`src/ptsd_pkg.sv`:
```
// package: shared widths, register indexes and flag types for the segment distance block
package ptsd_pkg;

   localparam int COORD_BITS_DEF = 32;
   localparam int FRAC_BITS_DEF = 16;
   localparam int IN_W = 32;
   localparam int OUT_W = 32;
   localparam int CSR_IDX_W = 3;

   typedef enum logic [CSR_IDX_W-1:0] {
      CSR_START_X = 3'd0,
      CSR_START_Y = 3'd1,
      CSR_START_W = 3'd2,
      CSR_END_X   = 3'd3,
      CSR_END_Y   = 3'd4,
      CSR_END_W   = 3'd5
   } csr_idx_type;

   typedef struct packed {
      logic at_inf;
      logic outside;
      logic s_zero;
   } flags_type;

endpackage

```
`src/ptsd_sqrt.sv`:
```
// pipelined digit-by-digit integer square root, one root bit per stage
module ptsd_sqrt import ptsd_pkg::*; #(
   parameter int X_W = 69,
   parameter int TAG_W = 1,
   localparam int R_W = (X_W + 1) / 2
) (
   input  logic             clock,
   input  logic             reset,
   input  logic             en,
   input  logic             in_valid,
   input  logic [X_W-1:0]   x,
   input  logic [TAG_W-1:0] tag_in,
   output logic             out_valid,
   output logic [R_W-1:0]   root,
   output logic [TAG_W-1:0] tag_out
);

   logic [R_W-1:0]   vld_ff;
   logic [R_W:0]     rem_ff  [R_W];
   logic [R_W:0]     rem_in  [R_W];
   logic [R_W-1:0]   root_ff [R_W];
   logic [R_W-1:0]   root_in [R_W];
   logic [2*R_W-1:0] xs_ff   [R_W];
   logic [2*R_W-1:0] xs_in   [R_W];
   logic [TAG_W-1:0] tag_ff  [R_W];

   always_comb begin
      logic [R_W:0]     rp;
      logic [R_W-1:0]   op;
      logic [2*R_W-1:0] xp;
      logic [R_W+2:0]   t;
      logic [R_W+2:0]   trial;
      for (int i = 0; i < R_W; i++) begin
         if (i == 0) begin
            rp = '0;
            op = '0;
            xp = (2*R_W)'(x);
         end else begin
            rp = rem_ff[i-1];
            op = root_ff[i-1];
            xp = xs_ff[i-1];
         end
         t = {rp, xp[2*R_W-1 -: 2]};
         trial = (R_W+3)'({op, 2'b01});
         if (t >= trial) begin
            rem_in[i]  = (R_W+1)'(t - trial);
            root_in[i] = {op[R_W-2:0], 1'b1};
         end else begin
            rem_in[i]  = t[R_W:0];
            root_in[i] = {op[R_W-2:0], 1'b0};
         end
         xs_in[i] = {xp[2*R_W-3:0], 2'b00};
      end
   end

   always_ff @(posedge clock) begin
      if (reset) begin
         vld_ff <= '0;
      end else if (en) begin
         vld_ff <= {vld_ff[R_W-2:0], in_valid};
      end
   end

   always_ff @(posedge clock) begin
      if (en) begin
         for (int i = 0; i < R_W; i++) begin
            rem_ff[i]  <= rem_in[i];
            root_ff[i] <= root_in[i];
            xs_ff[i]   <= xs_in[i];
            if (i == 0) begin
               tag_ff[i] <= tag_in;
            end else begin
               tag_ff[i] <= tag_ff[i-1];
            end
         end
      end
   end

   assign out_valid = vld_ff[R_W-1];
   assign root = root_ff[R_W-1];
   assign tag_out = tag_ff[R_W-1];

endmodule

```
`config.mk`:
```
export PLATFORM = sky130hd
export DESIGN_NAME = ptsd_sqrt
export DESIGN_NICKNAME = d
export VERILOG_FILES = /design/src/ptsd_pkg.sv /design/src/ptsd_sqrt.sv
export SDC_FILE = /design/constraint.sdc
export NUM_CORES = 2
export LEC_CHECK = 0
export BUFFER_PORTS_ARGS = -buffer_cell sky130_fd_sc_hd__buf_4
export CAP_MARGIN = 10
export CORE_ASPECT_RATIO = 1.75
export CORE_MARGIN = 2
export CORE_UTILIZATION = 53
export CTS_BUF_LIST = sky130_fd_sc_hd__clkbuf_8
export DETAILED_ROUTE_END_ITERATION = 16
export PLACE_DENSITY = 0.76
export SLEW_MARGIN = 20
export SYNTH_ARGS = -nofsm -noshare
export SYNTH_HDL_FRONTEND = slang
export SYNTH_MEMORY_MAX_BITS = 65536
export SYNTH_SLANG_ARGS = --single-unit
export TNS_END_PERCENT = 20
```
`constraint.sdc`:
```
create_clock -name clock -period 3.5 [get_ports clock]
set_clock_uncertainty 0.1 [all_clocks]
set_input_delay 0.525 -clock clock [delete_from_list [all_inputs] [get_ports clock]]
set_output_delay 0.525 -clock clock [all_outputs]
set_load 0.02 [all_outputs]
```
### Word level (Yosys, flattened, before mapping)

Memories as Yosys holds them, arrays and structs flattened.
Index checks and enable logic that the tools add are counted.

* input port bits: 74
* memories: 4
* bits in registers: 35
* bits in writable memories: 4900
* word-level logic and storage cells: 147

* order comparisons: 35
* add/sub/neg operators: 35
* muxes and demuxes: 72

Memories
* xs_ff: words 35, bits a word 68, rd ports 34, clocked after memory_dff 0, wr ports 35, RTL line ptsd_sqrt.sv:23 `logic [2*R_W-1:0] xs_ff [R_W];`
* rem_ff: words 35, bits a word 36, rd ports 34, clocked after memory_dff 0, wr ports 35, RTL line ptsd_sqrt.sv:19 `logic [R_W:0] rem_ff [R_W];`
* root_ff: words 35, bits a word 35, rd ports 35, clocked after memory_dff 0, wr ports 35, RTL line ptsd_sqrt.sv:21 `logic [R_W-1:0] root_ff [R_W];`
* tag_ff: words 35, bits a word 1, rd ports 35, clocked after memory_dff 0, wr ports 35, RTL line ptsd_sqrt.sv:25 `logic [TAG_W-1:0] tag_ff [R_W];`

Operator list (count)
* $ge 38x37->1: 34
* $mux 36: 35
* $sub 36x36->36: 34
* $mux 1: 37
* $sub 1x1->2 const B: 1
* $ge 1x1->1 const B: 1

### Depth between registers and ports, before layout

An unclocked memory read counts as a cell.

* depth after elaboration: 3
* depth in mapped cells: 15

### Least setup slack after synthesis

Ideal clock, no wire load.

* path kind: register to register
* from: memory rem_ff[30][0] (netlist name)
* to: memory rem_ff[31][13] (netlist name) (data pin)
* data required time: 3.140 ns
* setup time: 0.260 ns
* arrival: 3.260 ns
* slack: -0.120 ns
* clock period less this slack: 3.620 ns
* cell stages (with the launch flop): 13
* cell sequence: edfxtp_1 ha_1 nor2b_1 o31a_1 o311a_1 nor3b_1 o311a_1 a31oi_1 a41oi_1 and2_1 clkbuf_1 buf_2 mux2_2

RTL lines (RTL line)
* start: declaration: ptsd_sqrt.sv:19

==> run metrics <==
synthesized area per cell=12.9 um2; M1 WL=104 mm; Port Buffer Count=110; Mapped Area=141000 um2; largest net degree at the start of global routing=104; root buf cell=clkbuf_8; met2 wire length=195 mm; count of different cell masters after synthesis=102; Yosys reg bits=3054; Final min period=3.62 ns; uppermost layer routed=met4; P&R area growth vs syn=19.6%; Final WS setup=-0.118 ns; via/cell ratio=5.61; critical path required time=4.13 ns; final non-filler cell total=16500; RSZ-0062 raised after global routing=yes; Max H-tree Level=5; cell area after layout=169000 um2; DRC viols=0; antenna violations before repair=9; DR vias=92500; routed len/inst=21.1 um; final wirelength=347 mm; ys flop type=edfxtp_1; total core area=265000 um2; CTS Buffer Depth=4; Startpoint Class=flip-flop; fin crit share=1.03; Core Rows=250; WL met3=12.1 mm; EDFF count, synth=3019; Layout Nets=13300; Crit Path Category=flip-flop to flip-flop; Max IR drop VDD=0.000446 V; Setup-failing EPs final=31; total gr overflow=0; worst-margin pin slew=1.09 ns; Placement Cell Area=154000 um2; Die Y=687 um; die area=271000 um2; CTS tree=done; static leakage=66.0 nW; Worst-path clk slew=0.07 ns; status=finished, violations left; Seq/Total Area, Yosys=0.647; first-pass GRT wire length=522 mm; Data arrival, critical path=4.25 ns; Hold Vio Cnt, Final=0; clock latency at the later pin of the worst-skew pair=1.05 ns; fillers=19600; yosys warns=0; asr flop ratio synth=0; Cell Pwr Density=639 nW/um2; number of global-route vias before repair=96600; max_slew headroom=0.270; Initial DRC Count=5134; post-detail-place hpwl=253 mm; failing checks=setup timing; I/O pin count=111; cts bufs inserted=431; fin. max-slew vios=0; Max Cap Viol=0; gr usage total=0.250; first-pass iteration count of the detailed router=7; CP Capture Type=flip-flop; Achievable Freq=276 MHz; HP Class=primary input to flip-flop; share of layout cells above drive strength 1=0.193; placer congestion estimate=1.00; DRT antenna net count=0; Die W=394 um; syn nets=11700; Placement Setup Slack=-0.747 ns; clock tree sinks=3054; crit path max fanout=3; Synth Instances=10900; Placed Cells=15400; Starting Density=0.533
state kept, by name, indices dropped and copies added (netlist names):
name,flops
vld_ff,35
root_ff,630
tag_ff,35
xs_ff,1190
rem_ff,1164
worst paths after layout:
| kind | start | endpoint | slack [ns] | depth (start not counted) |
|---|---|---|---|---|
| max | rem_ff[27][11] | rem_ff[28][35] | -0.12 | 14 |
| min | x[9] | xs_ff[0][9] | 0.09 | 2 |
| max reg2reg | rem_ff[27][11] | rem_ff[28][35] | -0.12 | 14 |
| min reg2reg | xs_ff[25][57] | xs_ff[26][59] | 0.27 | 0 |
worst max-delay path, cell delays in order, from the launching register on:
cell and delay [ns]:
edfxtp_1 0.46, ha_4 0.28, buf_4 0.14, and2_1 0.17
nand4_1 0.15, nor3_1 0.09, a31oi_1 0.28, o2111ai_4 0.22
a221oi_4 0.34, buf_6 0.15, o21ai_4 0.05, a2111o_1 0.49
buf_6 0.16, nor3_4 0.16, xor2_1 0.08
synthesized netlist by cell type (36+ instances only):
library cell  count  area [um2]
a211oi_1         49         368
o21bai_1         60         450
nand3_1         187         936
o31ai_1          70         526
nor2_1          620        2330
nand2_1         842        3160
nor2b_1         100         626
o21ai_0         641        3210
nor3_1          262        1310
or2_2            38         238
a21o_1          287        2150
or4_1            58         435
mux2i_1          48         480
o21a_1          124         931
or3_1           104         651
xnor2_1         466        4080
inv_1           831        3120
nand2b_1        134         838
and2_1           36         225
nor4_1          139         870
xor2_1          520        4550
and3_1           71         444
ha_1            665        8320
a21oi_1         643        3220
edfxtp_1       3019       90700
mux2_2           52         586
clkbuf_1        185         694
a31oi_1          67         419
nand4_1         115         719
layer usage:
metal	track usage	vias to the layer above
met1	0.208	44800
met2	0.496	2611
met3	0.0340	1355
li1	-	43700
met5	0	-
met4	0.225	0
repair_timing:
item / CTS / global route
buffers inserted: 48 / 70
gates cloned: 9 / 2
hold endpoints to repair: 144 / 0
resized for setup: 261 / 397
setup endpoints to repair: 463 / 590
hold buffers: 105 / 0
pin swaps: 87 / 131
cells in the final DEF (no fill, tap or decap), types with 92 or more instances in the layout:
cell type | Yosys | final
a21o_1 | 287 | 287
a21oi_1 | 643 | 600
buf_4 | 0 | 1214
clkbuf_8 | 0 | 441
clkinv_1 | 0 | 117
dlygate4sd3_1 | 0 | 105
edfxtp_1 | 3019 | 3019
ha_1 | 665 | 606
inv_1 | 831 | 892
nand2_1 | 842 | 831
nand2b_1 | 134 | 133
nand3_1 | 187 | 181
nand4_1 | 115 | 115
nor2_1 | 620 | 595
nor2b_1 | 100 | 92
nor3_1 | 262 | 228
nor4_1 | 139 | 105
o21a_1 | 124 | 121
o21ai_0 | 641 | 560
xnor2_1 | 466 | 464
xor2_1 | 520 | 513
power by group:
group	switching [mW]	internal, mW	total (mW)	leakage [nW]
Combinational	15.8	12.9	28.7	31.8
Clock	13.8	15.3	29.1	4.82
Sequential	3.60	46.4	50.0	29.4
kinds of logic (layout without fill, tap and decap cells):
| kind of cell | count (synthesis) | after routing | synth area share |
|---|---|---|---|
| muxes | 105 | 105 | 0.00795 |
| AOI/OAI and AO/OA | 2213 | 2213 | 0.0967 |
| and+or+nand+nor | 2853 | 2853 | 0.0998 |
| buffers and inverters | 1053 | 3041 | 0.0282 |
| other | 1 | 41 | 0.0000266 |
| DFF | 3054 | 3054 | 0.647 |
| adders and majority gates | 665 | 665 | 0.0589 |
| xor gates and xnor gates | 986 | 986 | 0.0612 |
through the flow:
step	hold slack, ns	TNS, ns	utilization	power (mW)
after floorplan	0.300	-0.0429	-	65.3
after global placement	0.300	-39.07	0.583	76.1
after detailed placement	0.305	-56.18	0.583	76.7
after CTS	0.00126	-1.19	0.628	107
after global routing	0.0273	-8.09	0.637	113
final	0.0884	-0.740	0.637	108
final cells by class:
cell class              instances  area [um2]  share of cell area
diodes                         40         100            0.000593
clock buffers                 441        6070              0.0360
clock inverters               351        2860              0.0169
inverters                     831        3120              0.0185
multi-input cells            6823       48900               0.290
flip-flops and latches       3054       91400               0.541
well taps                    3528        4410              0.0261
repair buffers               1418       12000              0.0711
Power figures use the tool's default switching activity.
